## src/design/heading_error_and_drive_direction_top_defines.svh

```systemverilog
// Assertion helpers shared by the block's modules.
// Each expects clk and rst_n in the scope where it is used.
`ifndef HEADING_ERROR_AND_DRIVE_DIRECTION_TOP_DEFINES_SVH
`define HEADING_ERROR_AND_DRIVE_DIRECTION_TOP_DEFINES_SVH

// Same-cycle implication
`define HEDA_ASSERT_IMP(lbl, ante, cons, msg) \
  lbl: assert property (@(posedge clk) disable iff (!rst_n) (ante) |-> (cons)) \
    else $error(msg);

// Next-cycle implication
`define HEDA_ASSERT_NXT(lbl, ante, cons, msg) \
  lbl: assert property (@(posedge clk) disable iff (!rst_n) (ante) |=> (cons)) \
    else $error(msg);

`endif

```

## src/design/heda_pkg.sv

```systemverilog
`default_nettype none
package heda_pkg;

  // Parameter defaults
  localparam int COORD_WIDTH_DEF   = 12;
  localparam int CORDIC_STAGES_DEF = 16;

  // Fixed field widths
  localparam int HDG_W  = 16;  // heading / bearing, Q3.13
  localparam int TURN_W = 17;  // turn amount, Q3.13
  localparam int ZW     = 20;  // CORDIC angle accumulator, Q3.16
  localparam int DW     = 19;  // steering arithmetic width

  // Angle accumulator constants: pi/2 in Q3.16, clamp limits in Q3.13
  localparam logic signed [ZW-1:0] HALF_PI_Q16 = 20'sd102944;
  localparam logic signed [ZW:0]   ANG_MAX_Z   = 21'sd25735;
  localparam logic signed [ZW:0]   ANG_MIN_Z   = -21'sd25735;

  // Bearing limits (Q3.13)
  localparam logic signed [HDG_W-1:0] ANG_MAX  = 16'sd25735;
  localparam logic signed [HDG_W-1:0] ANG_HALF = 16'sd12868;

  // Steering constants (Q3.13)
  localparam logic signed [DW-1:0] D_HALF  = 19'sd12868;
  localparam logic signed [DW-1:0] D_PI    = 19'sd25736;
  localparam logic signed [DW-1:0] D_3HALF = 19'sd38604;
  localparam logic signed [DW-1:0] D_2PI   = 19'sd51472;
  localparam logic signed [DW-1:0] D_SATHI = 19'sd65535;
  localparam logic signed [DW-1:0] D_SATLO = -19'sd65536;

  // atan(2^-i) in Q3.16, rounded to nearest; zero from stage 17 on
  function automatic logic signed [ZW-1:0] atan_q16(input int idx);
    logic signed [ZW-1:0] v;
    case (idx)
      0:       v = 20'sd51472;
      1:       v = 20'sd30386;
      2:       v = 20'sd16055;
      3:       v = 20'sd8150;
      4:       v = 20'sd4091;
      5:       v = 20'sd2047;
      6:       v = 20'sd1024;
      7:       v = 20'sd512;
      8:       v = 20'sd256;
      9:       v = 20'sd128;
      10:      v = 20'sd64;
      11:      v = 20'sd32;
      12:      v = 20'sd16;
      13:      v = 20'sd8;
      14:      v = 20'sd4;
      15:      v = 20'sd2;
      16:      v = 20'sd1;
      default: v = '0;
    endcase
    return v;
  endfunction

endpackage
`default_nettype wire

```

## src/design/heda_cstage.sv

```systemverilog
`default_nettype none
// One vectoring iteration of the CORDIC, registered
module heda_cstage #(
  parameter int XW  = 30,
  parameter int IDX = 0
) (
  input  wire logic                              clk,
  input  wire logic                              rst_n,
  input  wire logic                              en,
  input  wire logic                              v_in,
  input  wire logic signed [XW-1:0]              x_in,
  input  wire logic signed [XW-1:0]              y_in,
  input  wire logic signed [heda_pkg::ZW-1:0]    z_in,
  input  wire logic                              zero_in,
  input  wire logic signed [heda_pkg::HDG_W-1:0] hdg_in,
  output logic                                   v_r,
  output logic signed [XW-1:0]                   x_r,
  output logic signed [XW-1:0]                   y_r,
  output logic signed [heda_pkg::ZW-1:0]         z_r,
  output logic                                   zero_r,
  output logic signed [heda_pkg::HDG_W-1:0]      hdg_r
);

  localparam logic signed [heda_pkg::ZW-1:0] ATAN = heda_pkg::atan_q16(IDX);

  logic signed [XW-1:0]           xs, ys;
  logic signed [XW-1:0]           x_nxt, y_nxt;
  logic signed [heda_pkg::ZW-1:0] z_nxt;

  // Shift-and-add micro-rotation toward the x axis
  always_comb begin
    xs = x_in >>> IDX;
    ys = y_in >>> IDX;
    if (y_in < 0) begin
      x_nxt = x_in - ys;
      y_nxt = y_in + xs;
      z_nxt = z_in - ATAN;
    end else begin
      x_nxt = x_in + ys;
      y_nxt = y_in - xs;
      z_nxt = z_in + ATAN;
    end
  end

  always_ff @(posedge clk) begin
    if (!rst_n) begin
      v_r <= 1'b0;
    end else if (en) begin
      v_r <= v_in;
    end
  end

  always_ff @(posedge clk) begin
    if (en) begin
      x_r    <= x_nxt;
      y_r    <= y_nxt;
      z_r    <= z_nxt;
      zero_r <= zero_in;
      hdg_r  <= hdg_in;
    end
  end

endmodule
`default_nettype wire

```

## src/design/heda_bearing.sv

```systemverilog
`default_nettype none
// Bearing of (dx, dy): quadrant pre-rotation, CORDIC pipe, rounding to Q3.13
module heda_bearing #(
  parameter int COORD_WIDTH   = heda_pkg::COORD_WIDTH_DEF,
  parameter int CORDIC_STAGES = heda_pkg::CORDIC_STAGES_DEF
) (
  input  wire logic                              clk,
  input  wire logic                              rst_n,
  input  wire logic                              en,
  input  wire logic                              v_in,
  input  wire logic signed [COORD_WIDTH-1:0]     dx,
  input  wire logic signed [COORD_WIDTH-1:0]     dy,
  input  wire logic signed [heda_pkg::HDG_W-1:0] hdg_in,
  output logic                                   v_r,
  output logic signed [heda_pkg::HDG_W-1:0]      brg_r,
  output logic signed [heda_pkg::HDG_W-1:0]      hdg_r
);

  // Offset scaled by 2^16 plus two bits of CORDIC growth headroom
  localparam int XW = COORD_WIDTH + 18;
  localparam int ZW = heda_pkg::ZW;

  logic signed [XW-1:0] xi, yi;
  logic signed [XW-1:0] px_nxt, py_nxt;
  logic signed [ZW-1:0] pz_nxt;

  logic                       sv   [0:CORDIC_STAGES];
  logic signed [XW-1:0]       sx   [0:CORDIC_STAGES];
  logic signed [XW-1:0]       sy   [0:CORDIC_STAGES];
  logic signed [ZW-1:0]       sz   [0:CORDIC_STAGES];
  logic                       szro [0:CORDIC_STAGES];
  logic signed [heda_pkg::HDG_W-1:0] shdg [0:CORDIC_STAGES];

  logic signed [ZW:0]                zp, zs;
  logic signed [heda_pkg::HDG_W-1:0] brg_nxt;

  // Pre-rotation into the right half-plane
  always_comb begin
    xi = {{2{dx[COORD_WIDTH-1]}}, dx, 16'b0};
    yi = {{2{dy[COORD_WIDTH-1]}}, dy, 16'b0};
    px_nxt = xi;
    py_nxt = yi;
    pz_nxt = '0;
    if (dx < 0) begin
      if (dy >= 0) begin
        px_nxt = yi;
        py_nxt = -xi;
        pz_nxt = heda_pkg::HALF_PI_Q16;
      end else begin
        px_nxt = -yi;
        py_nxt = xi;
        pz_nxt = -heda_pkg::HALF_PI_Q16;
      end
    end
  end

  always_ff @(posedge clk) begin
    if (!rst_n) begin
      sv[0] <= 1'b0;
    end else if (en) begin
      sv[0] <= v_in;
    end
  end

  always_ff @(posedge clk) begin
    if (en) begin
      sx[0]   <= px_nxt;
      sy[0]   <= py_nxt;
      sz[0]   <= pz_nxt;
      szro[0] <= (dx == 0) && (dy == 0);
      shdg[0] <= hdg_in;
    end
  end

  // Iteration stages
  for (genvar i = 0; i < CORDIC_STAGES; i++) begin : g_stage
    heda_cstage #(
      .XW  (XW),
      .IDX (i)
    ) u_stage (
      .clk     (clk),
      .rst_n   (rst_n),
      .en      (en),
      .v_in    (sv[i]),
      .x_in    (sx[i]),
      .y_in    (sy[i]),
      .z_in    (sz[i]),
      .zero_in (szro[i]),
      .hdg_in  (shdg[i]),
      .v_r     (sv[i+1]),
      .x_r     (sx[i+1]),
      .y_r     (sy[i+1]),
      .z_r     (sz[i+1]),
      .zero_r  (szro[i+1]),
      .hdg_r   (shdg[i+1])
    );
  end

  // Round Q3.16 to Q3.13, clamp below pi, zero offset gives zero
  always_comb begin
    zp = {sz[CORDIC_STAGES][ZW-1], sz[CORDIC_STAGES]} + (ZW+1)'(4);
    zs = zp >>> 3;
    if (szro[CORDIC_STAGES]) begin
      brg_nxt = '0;
    end else if (zs > heda_pkg::ANG_MAX_Z) begin
      brg_nxt = heda_pkg::ANG_MAX;
    end else if (zs < heda_pkg::ANG_MIN_Z) begin
      brg_nxt = -heda_pkg::ANG_MAX;
    end else begin
      brg_nxt = zs[heda_pkg::HDG_W-1:0];
    end
  end

  always_ff @(posedge clk) begin
    if (!rst_n) begin
      v_r <= 1'b0;
    end else if (en) begin
      v_r <= sv[CORDIC_STAGES];
    end
  end

  always_ff @(posedge clk) begin
    if (en) begin
      brg_r <= brg_nxt;
      hdg_r <= shdg[CORDIC_STAGES];
    end
  end

`include "heading_error_and_drive_direction_top_defines.svh"

  `HEDA_ASSERT_IMP(a_brg_range, v_r, (brg_r <= heda_pkg::ANG_MAX) && (brg_r >= -heda_pkg::ANG_MAX), "bearing outside clamp range")

endmodule
`default_nettype wire

```

## src/design/heda_steer.sv

```systemverilog
`default_nettype none
// Quadrant case analysis: rotation sense, drive direction and turn amount
module heda_steer (
  input  wire logic                              clk,
  input  wire logic                              rst_n,
  input  wire logic                              en,
  input  wire logic                              v_in,
  input  wire logic signed [heda_pkg::HDG_W-1:0] brg,
  input  wire logic signed [heda_pkg::HDG_W-1:0] hdg,
  output logic                                   out_valid_r,
  output logic signed [heda_pkg::TURN_W-1:0]     turn_r,
  output logic                                   acw_r,
  output logic                                   back_r
);

  localparam int DW = heda_pkg::DW;

  typedef enum logic [1:0] {QD_0, QD_1, QD_2, QD_3} quad_t;
  typedef enum logic [1:0] {OFF_ZERO, OFF_PI, OFF_NPI, OFF_2PI} off_t;

  typedef struct packed {
    logic acw;
    logic back;
    logic neg;   // offset minus difference
    logic absf;  // take magnitude afterwards
    off_t off;
  } sel_t;

  // Stage 1: heading minus bearing, quadrant of the bearing
  logic                 v1_r;
  logic signed [DW-1:0] d_r, d_nxt;
  quad_t                q_r, q_nxt;
  logic                 tpos_r, tneg_r;

  always_comb begin
    d_nxt = {{(DW-heda_pkg::HDG_W){hdg[heda_pkg::HDG_W-1]}}, hdg}
          - {{(DW-heda_pkg::HDG_W){brg[heda_pkg::HDG_W-1]}}, brg};
    if (brg >= 0 && brg < heda_pkg::ANG_HALF) begin
      q_nxt = QD_0;
    end else if (brg >= heda_pkg::ANG_HALF) begin
      q_nxt = QD_1;
    end else if (brg >= -heda_pkg::ANG_HALF) begin
      q_nxt = QD_2;
    end else begin
      q_nxt = QD_3;
    end
  end

  always_ff @(posedge clk) begin
    if (en) begin
      d_r    <= d_nxt;
      q_r    <= q_nxt;
      tpos_r <= hdg > 0;
      tneg_r <= hdg < 0;
    end
  end

  // Stage 2: branch choice and the branch formula's add
  logic                 v2_r;
  sel_t                 sel;
  logic                 gt_nh, le_0, gt_0, le_h, gt_npi, le_nh, gt_n3h, lt_npi;
  logic                 gt_h, le_pi, gt_pi, le_3h, lt_0;
  logic signed [DW-1:0] offv, v_nxt, v_r;
  logic                 absf_r, acw2_r, back2_r;

  always_comb begin
    gt_nh  = d_r > -heda_pkg::D_HALF;
    le_0   = d_r <= 0;
    gt_0   = d_r > 0;
    lt_0   = d_r < 0;
    le_h   = d_r <= heda_pkg::D_HALF;
    gt_npi = d_r > -heda_pkg::D_PI;
    le_nh  = d_r <= -heda_pkg::D_HALF;
    gt_n3h = d_r > -heda_pkg::D_3HALF;
    lt_npi = d_r < -heda_pkg::D_PI;
    gt_h   = d_r > heda_pkg::D_HALF;
    le_pi  = d_r <= heda_pkg::D_PI;
    gt_pi  = d_r > heda_pkg::D_PI;
    le_3h  = d_r <= heda_pkg::D_3HALF;

    sel = '{acw: 1'b0, back: 1'b0, neg: 1'b0, absf: 1'b1, off: OFF_ZERO};
    case (q_r)
      QD_0: begin
        if (gt_nh && le_0) begin
          sel = '{1'b1, 1'b0, 1'b0, 1'b1, OFF_ZERO};
        end else if (gt_0 && le_h) begin
          sel = '{1'b0, 1'b0, 1'b0, 1'b1, OFF_ZERO};
        end else if (gt_npi && le_nh) begin
          sel = '{1'b0, 1'b1, 1'b0, 1'b1, OFF_PI};
        end else if (tpos_r) begin
          sel = '{1'b1, 1'b1, 1'b1, 1'b0, OFF_PI};
        end else begin
          sel = '{1'b1, 1'b1, 1'b0, 1'b1, OFF_PI};
        end
      end
      QD_1: begin
        if (gt_nh && le_0) begin
          sel = '{1'b1, 1'b0, 1'b0, 1'b1, OFF_ZERO};
        end else if (gt_npi && le_nh) begin
          sel = '{1'b0, 1'b1, 1'b0, 1'b1, OFF_PI};
        end else if (gt_n3h && lt_npi) begin
          sel = '{1'b1, 1'b1, 1'b0, 1'b1, OFF_PI};
        end else if (tneg_r) begin
          sel = '{1'b0, 1'b0, 1'b0, 1'b0, OFF_2PI};
        end else begin
          sel = '{1'b0, 1'b0, 1'b0, 1'b0, OFF_ZERO};
        end
      end
      QD_2: begin
        if (gt_0 && le_h) begin
          sel = '{1'b0, 1'b0, 1'b0, 1'b1, OFF_ZERO};
        end else if (gt_nh && lt_0) begin
          sel = '{1'b1, 1'b0, 1'b0, 1'b1, OFF_ZERO};
        end else if (gt_h && le_pi) begin
          sel = '{1'b1, 1'b1, 1'b0, 1'b1, OFF_NPI};
        end else if (tneg_r) begin
          sel = '{1'b0, 1'b1, 1'b0, 1'b0, OFF_PI};
        end else begin
          sel = '{1'b0, 1'b1, 1'b0, 1'b0, OFF_NPI};
        end
      end
      default: begin
        if (gt_0 && le_h) begin
          sel = '{1'b0, 1'b0, 1'b0, 1'b1, OFF_ZERO};
        end else if (gt_h && le_pi) begin
          sel = '{1'b1, 1'b1, 1'b0, 1'b1, OFF_NPI};
        end else if (gt_pi && le_3h) begin
          sel = '{1'b0, 1'b1, 1'b0, 1'b1, OFF_NPI};
        end else if (tpos_r) begin
          sel = '{1'b1, 1'b0, 1'b1, 1'b0, OFF_2PI};
        end else begin
          sel = '{1'b1, 1'b0, 1'b0, 1'b1, OFF_ZERO};
        end
      end
    endcase

    case (sel.off)
      OFF_PI:  offv = heda_pkg::D_PI;
      OFF_NPI: offv = -heda_pkg::D_PI;
      OFF_2PI: offv = heda_pkg::D_2PI;
      default: offv = '0;
    endcase

    v_nxt = sel.neg ? (offv - d_r) : (d_r + offv);
  end

  always_ff @(posedge clk) begin
    if (en) begin
      v_r     <= v_nxt;
      absf_r  <= sel.absf;
      acw2_r  <= sel.acw;
      back2_r <= sel.back;
    end
  end

  // Stage 3: magnitude and saturation into the result register
  logic signed [DW-1:0]              m;
  logic signed [heda_pkg::TURN_W-1:0] turn_nxt;

  always_comb begin
    m = (absf_r && v_r < 0) ? -v_r : v_r;
    if (m > heda_pkg::D_SATHI) begin
      turn_nxt = heda_pkg::D_SATHI[heda_pkg::TURN_W-1:0];
    end else if (m < heda_pkg::D_SATLO) begin
      turn_nxt = heda_pkg::D_SATLO[heda_pkg::TURN_W-1:0];
    end else begin
      turn_nxt = m[heda_pkg::TURN_W-1:0];
    end
  end

  always_ff @(posedge clk) begin
    if (en) begin
      turn_r <= turn_nxt;
      acw_r  <= acw2_r;
      back_r <= back2_r;
    end
  end

  // Valid bits of the three stages
  always_ff @(posedge clk) begin
    if (!rst_n) begin
      v1_r        <= 1'b0;
      v2_r        <= 1'b0;
      out_valid_r <= 1'b0;
    end else if (en) begin
      v1_r        <= v_in;
      v2_r        <= v1_r;
      out_valid_r <= v2_r;
    end
  end

`include "heading_error_and_drive_direction_top_defines.svh"

  `HEDA_ASSERT_NXT(a_stall_hold, !en, $stable(v1_r) && $stable(v2_r) && $stable(out_valid_r), "valid bits moved during stall")
  `HEDA_ASSERT_NXT(a_stage_adv, en && v2_r, out_valid_r, "request lost between last stages")

endmodule
`default_nettype wire

```

## src/design/heading_error_and_drive_direction_top.sv

```systemverilog
`default_nettype none
// Heading error and drive direction. Each request carries a target offset
// (dx, dy) in grid cells and the robot heading in Q3.13 radians; the block
// finds the target bearing with a pipelined CORDIC atan2 (zero offset gives
// zero), compares it with the heading quadrant by quadrant and returns the
// turn magnitude, the rotation sense and whether to drive backward. One
// request is taken every cycle while the pipe is not held; each result
// passes one register per CORDIC iteration plus pre-rotation, rounding and
// three steering stages. When out_tready is low with a result waiting, the
// whole pipe holds and in_tready drops in the same cycle.
module heading_error_and_drive_direction_top #(
  parameter int COORD_WIDTH   = heda_pkg::COORD_WIDTH_DEF,
  parameter int CORDIC_STAGES = heda_pkg::CORDIC_STAGES_DEF,
  localparam int IN_W  = ((2 * COORD_WIDTH + heda_pkg::HDG_W + 7) / 8) * 8,
  localparam int OUT_W = ((heda_pkg::TURN_W + 2 + 7) / 8) * 8
) (
  input  wire logic             clk,
  input  wire logic             rst_n,
  input  wire logic             in_tvalid,
  output logic                  in_tready,
  // target_dx, target_dy, heading (low to high), zero padded
  input  wire logic [IN_W-1:0]  in_tdata,
  output logic                  out_tvalid,
  input  wire logic             out_tready,
  // turn_amount, turn_anticlockwise, drive_backward (low to high), zero padded
  output logic [OUT_W-1:0]      out_tdata
);

  localparam int CW = COORD_WIDTH;

  logic                              en;
  logic                              brg_v;
  logic signed [heda_pkg::HDG_W-1:0] brg, brg_hdg;
  logic signed [heda_pkg::TURN_W-1:0] turn;
  logic                              acw, back;

  // Pipe advances unless a result is waiting on a stalled consumer
  assign en        = !out_tvalid || out_tready;
  assign in_tready = en;

  heda_bearing #(
    .COORD_WIDTH   (COORD_WIDTH),
    .CORDIC_STAGES (CORDIC_STAGES)
  ) u_bearing (
    .clk    (clk),
    .rst_n  (rst_n),
    .en     (en),
    .v_in   (in_tvalid),
    .dx     (in_tdata[CW-1:0]),
    .dy     (in_tdata[2*CW-1:CW]),
    .hdg_in (in_tdata[2*CW+heda_pkg::HDG_W-1:2*CW]),
    .v_r    (brg_v),
    .brg_r  (brg),
    .hdg_r  (brg_hdg)
  );

  heda_steer u_steer (
    .clk         (clk),
    .rst_n       (rst_n),
    .en          (en),
    .v_in        (brg_v),
    .brg         (brg),
    .hdg         (brg_hdg),
    .out_valid_r (out_tvalid),
    .turn_r      (turn),
    .acw_r       (acw),
    .back_r      (back)
  );

  // Result packing
  assign out_tdata = {{(OUT_W - heda_pkg::TURN_W - 2){1'b0}}, back, acw, turn};

endmodule
`default_nettype wire
```

## config.mk

```make
export PLATFORM = sky130hd
export DESIGN_NAME = heading_error_and_drive_direction_top
export DESIGN_NICKNAME = d
export VERILOG_FILES = /design/src/design/heda_pkg.sv /design/src/design/heda_cstage.sv /design/src/design/heda_bearing.sv /design/src/design/heda_steer.sv /design/src/design/heading_error_and_drive_direction_top.sv
export VERILOG_INCLUDE_DIRS = /design/src /design/src/design
export SDC_FILE = /design/constraint.sdc
export NUM_CORES = 2
export LEC_CHECK = 0
export ABC_CLOCK_PERIOD_IN_PS = 75900
export BUFFER_PORTS_ARGS = -buffer_cell sky130_fd_sc_hd__buf_2
export CAP_MARGIN = 40
export CORE_ASPECT_RATIO = 0.7
export CORE_UTILIZATION = 45
export CTS_BUF_LIST = sky130_fd_sc_hd__clkbuf_2
export DETAILED_ROUTE_END_ITERATION = 7
export PLACE_DENSITY = 0.68
export SYNTH_ARGS = -nofsm -noshare
export SYNTH_HDL_FRONTEND = slang
export SYNTH_SLANG_ARGS = --single-unit
```

## constraint.sdc

```tcl
create_clock -name clk -period 75.9 [get_ports clk]
set_input_delay 15.18 -clock clk [delete_from_list [all_inputs] [get_ports clk]]
set_output_delay 15.18 -clock clk [all_outputs]
set_load 0.005 [all_outputs]
```

=== After elaboration in Yosys (flattened, before gate mapping) ===
Index checks and enable logic that the tools add are counted.

* Magnitude comparators: 42
* Multiply operators: 0
* Multiplexer cells: 75
* Shifts and indexed selects: 0
* Bitwise gates (word level): 1
* Reductions and logical operators: 19
* Add/subtract/negate cells: 96
* Eq/ne operators: 5
* Div/mod/pow operators: 0

{| class="wikitable"
|+ Operator list
! cell !! number
|-
| 2-to-1 mux 30 bit || 33
|-
| < comparator 30 x 1 -> 1 bit (second input constant) || 16
|-
| 2-to-1 mux 20 bit || 17
|-
| 2-to-1 mux 6 bit || 12
|-
| zero test 32 bit || 2
|-
| adder 30 x 17 -> 30 bit || 2
|-
| adder 30 x 18 -> 30 bit || 2
|-
| adder 30 x 19 -> 30 bit || 2
|-
| adder 30 x 20 -> 30 bit || 2
|-
| adder 30 x 21 -> 30 bit || 2
|-
| adder 30 x 22 -> 30 bit || 2
|-
| adder 30 x 23 -> 30 bit || 2
|-
| adder 30 x 24 -> 30 bit || 2
|-
| adder 30 x 25 -> 30 bit || 2
|-
| adder 30 x 26 -> 30 bit || 2
|-
| adder 30 x 27 -> 30 bit || 2
|-
| adder 30 x 28 -> 30 bit || 2
|-
| adder 30 x 29 -> 30 bit || 2
|-
| negator 28 -> 30 bit || 2
|-
| subtractor 30 x 17 -> 30 bit || 2
|-
| subtractor 30 x 18 -> 30 bit || 2
|-
| subtractor 30 x 19 -> 30 bit || 2
|-
| subtractor 30 x 20 -> 30 bit || 2
|-
| subtractor 30 x 21 -> 30 bit || 2
|-
| other kinds (87) || 120
|}

* Bits in read-only memories: 0
* Output and inout port bits: 26
* Register bits after elaboration: 1674
* Bits in latches: 0
* Logic and storage cells: 358
* Bits in writable memories: 0
* Memories kept: 0

=== Depth between registers and ports, before layout ===
* Depth in word-level cells: 10
* Mapped depth: 29

=== Modules after synthesis ===
Synthesis repeated with hierarchy kept, for this count alone.

* Cells, all modules: 13927
* Area total of the unflattened synthesis: 134849.3 um^2

{| class="wikitable"
|+ By module, submodules not included
! module !! area an instance (um^2) !! cells an instance !! sequential area each (um^2) !! instances
|-
| heda_cstage (u_bearing.g_stage[0].u_stage) || 8516.9 || 908 || 2902.8 || 1
|-
| heda_cstage (u_bearing.g_stage[1].u_stage) || 8261.7 || 877 || 2932.8 || 1
|-
| heda_cstage (u_bearing.g_stage[3].u_stage) || 8182.8 || 854 || 2932.8 || 1
|-
| heda_cstage (u_bearing.g_stage[2].u_stage) || 8169.1 || 844 || 2932.8 || 1
|-
| heda_cstage (u_bearing.g_stage[4].u_stage) || 7928.9 || 822 || 2932.8 || 1
|-
| heda_cstage (u_bearing.g_stage[10].u_stage) || 7786.2 || 802 || 2932.8 || 1
|-
| heda_cstage (u_bearing.g_stage[8].u_stage) || 7772.5 || 804 || 2932.8 || 1
|-
| heda_cstage (u_bearing.g_stage[9].u_stage) || 7767.4 || 825 || 2932.8 || 1
|-
| heda_cstage (u_bearing.g_stage[5].u_stage) || 7749.9 || 771 || 2932.8 || 1
|-
| heda_cstage (u_bearing.g_stage[7].u_stage) || 7723.7 || 804 || 2932.8 || 1
|-
| heda_cstage (u_bearing.g_stage[14].u_stage) || 7674.9 || 799 || 2932.8 || 1
|-
| heda_cstage (u_bearing.g_stage[11].u_stage) || 7554.7 || 775 || 2932.8 || 1
|-
| heda_cstage (u_bearing.g_stage[6].u_stage) || 7536.0 || 786 || 2932.8 || 1
|-
| heda_cstage (u_bearing.g_stage[12].u_stage) || 7523.5 || 759 || 2932.8 || 1
|-
| +5 rows || - || - || - || -
|}

=== Least setup slack after synthesis ===
Ideal clock, no wire load.

* Path type: input to output
* Start: in out_tready
* End: out in_tready
* Path buffers: 1
* Setup slack: 7.212 ns
* Stages on the path: 3
* Data arrival time: 53.508 ns
* Cells stage by stage: nor2b_1 > inv_1 > clkbuf_1

* Longest elaborated chain between the ends: 1

{| class="wikitable"
|+ RTL lines
! what !! line !! text
|-
| start, declared || heading_error_and_drive_direction_top.sv:24 || <nowiki>input wire logic out_tready,</nowiki>
|-
| logical OR 1 bit || heading_error_and_drive_direction_top.sv:38 || <nowiki>assign en = !out_tvalid || out_tready;</nowiki>
|-
| end, declared || heading_error_and_drive_direction_top.sv:20 || <nowiki>output logic in_tready,</nowiki>
|}

Every way passes these cells.

=== Worst setup path in the final report ===
Same ends and word-level chain as after synthesis.

==> flow_metrics.env <==
export IMPL_status="finished, final reports clean"
export IMPL_totalWireLength_mm=221
export IMPL_finalSetupViolCount=0
export IMPL_core_um2=215000
export IMPL_cp_arrival_ns=16.76
export IMPL_max_stage_delay_ns=0.52
export IMPL_timing_fmax_ghz=0.0313
export IMPL_fillers=19700
export IMPL_clock_latency_ns=1.59
export IMPL_drtIter0Drc=5543
export IMPL_fin_crit_ns=31.94
export IMPL_ys_ff_latch=1430
export IMPL_reg2reg_depth=27
export IMPL_synthCells=9439
export IMPL_cts_sinks=1430
export IMPL_grt_pass1_wl_mm=356
export IMPL_htreeDepth=5
export IMPL_seq_area_frac_synth_pct=43.8
export IMPL_tritoncts="yes"
export IMPL_nNetsFinal=10800
export IMPL_critPathKind="primary input to output pin"
export IMPL_finalMaxSlewViolations=0
export IMPL_drive_gt1_share_pct=7.51
export IMPL_path_cells="buf_2 -> nor2b_1 -> buf_4 -> inv_8 -> buf_2"
export IMPL_fin_crit_sh_pct=42.1
export IMPL_regArea_um2=42700
export IMPL_startpoint_type="primary input"
export IMPL_critPathMaxFanout=108
export IMPL_start_util_pct=45.4
export IMPL_holdCritPathClass="flop to flop"
export IMPL_num_vias=71500
export IMPL_cp_end_kind="output pin"
export IMPL_rows=142
export IMPL_worst_r2r_startpoint="u_steer.d_r[0]$_DFFE_PP_"
export IMPL_hp_start="u_bearing.g_stage[5].u_stage.z_r[1]$_DFFE_PP_"
export IMPL_drtAntennaViolNets=0
export IMPL_async_reset_ff_share_pct=0
export IMPL_crit_path_top_delay_cell="nor2b_1"
export IMPL_required_ns=60.72
export IMPL_ctsResizeCount=0
export IMPL_gp_congestion=0.916
export IMPL_cts_root_buf="clkbuf_2"
export IMPL_die_height_um=392
export IMPL_critPathTopFamily="buffers and inverters"
export IMPL_drt_met1_wl_mm=109
export IMPL_track_usage_pct=19.9
export IMPL_hold_depth=0
export IMPL_post_synth_cell_area_avg_um2=10.3
export IMPL_worst_slew_pin_slew_ns=1.07
export IMPL_dpl_cell_area_um2=101000
export IMPL_clk_pin_slew_worst_paths_ns=0.14
export IMPL_synth_edf_count=1409
export IMPL_vias_per_cell=5.54
export IMPL_yosys_warnings=0
export IMPL_final_cell_mix="edfxtp_1 (1,409), ha_1 (991), nor2_1 (967)"
export IMPL_final_cell_area_um2=104000
export IMPL_io_pins=70
export IMPL_numCtsBuffers=350
export IMPL_hold_viol_final=0
export IMPL_cts_buffer_depth=4
export IMPL_hold_slack_ns=0.313
export IMPL_cp_depth=5
export IMPL_route_detailed_drc=0
export IMPL_syn_cell_area_um2=97500
export IMPL_max_slew_margin_rel_pct=28.4
export IMPL_postCtsHoldBufs=0
export IMPL_post_cts_buffers=0
export IMPL_final_setup_tns_ns=0
export IMPL_startpoint="out_tready"
export IMPL_fp_dieArea_um2=219000
export IMPL_die_width_um=558
export IMPL_wl_met3_mm=16.1
export IMPL_yosysUniqueCellTypes=104
export IMPL_synth_flop_cell="edfxtp_1"
export IMPL_first_global_vias=68700
export IMPL_drv_cap=0
export IMPL_area_growth_pct=7.12
export IMPL_grt_max_degree=175
export IMPL_cpMostUsedCell="buf_2"
export IMPL_gr_total_overflow=0
export IMPL_maxUsedRoutingLayer="met5"
export IMPL_routedWlPerCell_um=17.2
export IMPL_final_common_cell="edfxtp_1"
export IMPL_multi_input_area_um2=52200
export IMPL_rsz0062_at_grt="false"
export IMPL_worst_path_buf_inv=4
export IMPL_drt_pass1_iterations=6
export IMPL_dp_final_hpwl_mm=167
export IMPL_route_met2_wl_mm=92.1
export IMPL_fin_skew_ns=0.134
export IMPL_grt_antenna_before_repair=6
export IMPL_port_buffer_count=64
[flip-flops by register name, indices dropped and copies added (netlist names), 16 cells and up]
register	flops
u_bearing.shdg	16
u_bearing.g_stage.u_stage.x_r	345
u_bearing.g_stage.u_stage.y_r	354
u_bearing.g_stage.u_stage.v_r	16
u_steer.d_r	17
u_steer.turn_r	17
u_bearing.brg_r	16
u_bearing.hdg_r	16
u_steer.v_r	19
u_bearing.g_stage.u_stage.z_r	296
u_bearing.g_stage.u_stage.zero_r	16
u_bearing.g_stage.u_stage.hdg_r	256
[metal layers]
metal | track usage, % | up-vias
met2 | 29.2 | 2023
met4 | 4.67 | 2
met3 | 3.88 | 328
met5 | 0 | -
li1 | - | 35300
met1 | 29.8 | 33900
[cell usage after synthesis, types with 20 or more instances]
master    count  area (µm²)
edfxtp_1   1409       42300
ha_1        991       12400
nor2_1      967        3630
a21oi_1     890        4450
xnor2_1     847        7420
inv_1       521        1960
xor2_1      441        3860
nand2_1     433        1630
o21ai_0     390        1950
nor3_1      272        1360
a21o_1      266        2000
nor2b_1     144         901
o21bai_1    132         991
nand3_1     121         606
o21a_1      117         878
nand2b_1    114         713
clkbuf_1    104         390
a31oi_1      97         607
o21ai_1      82         410
and3_1       80         500
nor4_1       70         438
and2_1       67         419
a21boi_0     66         495
or3_1        62         388
nand4_1      46         288
o31ai_1      45         338
o41ai_1      40         350
fa_1         39         781
or2_2        39         244
a211oi_1     36         270
o211ai_1     33         248
nor3b_1      31         233
a211o_1      29         254
buf_1        28         105
a21boi_1     27         203
mux2_2       27         304
mux2i_1      25         250
dfxtp_1      21         420
or4_1        20         150
[per-stage QoR]
stage,instances,utilization (%),worst slack (ns)
after floorplan,9445,-,7.21
after global placement,12300,47.1,44.07
after detailed placement,12300,47.2,44.04
after CTS,12900,48.7,44.04
after global routing,12900,48.7,43.87
final,12900,48.7,43.96
[worst register-to-register path, cell delays in order (launching register included)]
cell,delay (ns)
edfxtp_1,0.59
inv_1,0.12
ha_1,0.26
nor2b_1,0.24
nor3b_1,0.47
nand3_1,0.15
nor2_1,0.16
nand2_1,0.10
ha_1,0.25
and2_1,0.20
or2_2,0.34
nor2_1,0.15
o21ai_0,0.17
and3_1,0.22
ha_1,0.34
or2_2,0.42
ha_1,0.36
o21a_1,0.14
o21ai_1,0.13
nand2b_1,0.10
a21oi_1,0.21
o21ai_1,0.12
a31oi_1,0.18
nor2b_1,0.08
o31a_1,0.27
o41ai_1,0.47
o21ai_0,0.24
xnor2_1,0.17
[worst paths after layout]
check / slack, ns / end
worst min register to register: 0.31 / u_bearing.g_stage[6].u_stage.z_r[1]$_DFFE_PP_
worst max register to register: 69.06 / u_steer.v_r[18]$_DFFE_PP_
worst min-delay path: 0.31 / u_bearing.g_stage[6].u_stage.z_r[1]$_DFFE_PP_
worst max-delay path: 43.96 / in_tready
[area by class of cell]
| type | count | share of cell area (%) |
|---|---|---|
| Clock inverter | 128 | 0.643 |
| Tap cell | 2880 | 3.45 |
| Multi-Input combinational cell | 7337 | 50.0 |
| Clock buffer | 478 | 2.29 |
| Sequential cell | 1430 | 40.9 |
| Antenna cell | 3 | 0.00718 |
| Timing Repair Buffer | 119 | 0.851 |
| Inverter | 524 | 1.89 |
[kinds of logic after synthesis]
| kind of cell | count (synthesis) | synth area share, % |
|---|---|---|
| simple gates | 2532 | 12.4 |
| compound gates | 2427 | 15.5 |
| flops | 1430 | 43.8 |
| xor+xnor | 1288 | 11.6 |
| fa+ha+maj | 1030 | 13.5 |
| buf+inv | 678 | 2.68 |
| mux | 53 | 0.584 |
| other cells | 1 | 0.00384 |
Power is left out: the tool's default activity adds up to more than one toggle a clock period on the data nets, which glitch-free logic cannot reach.
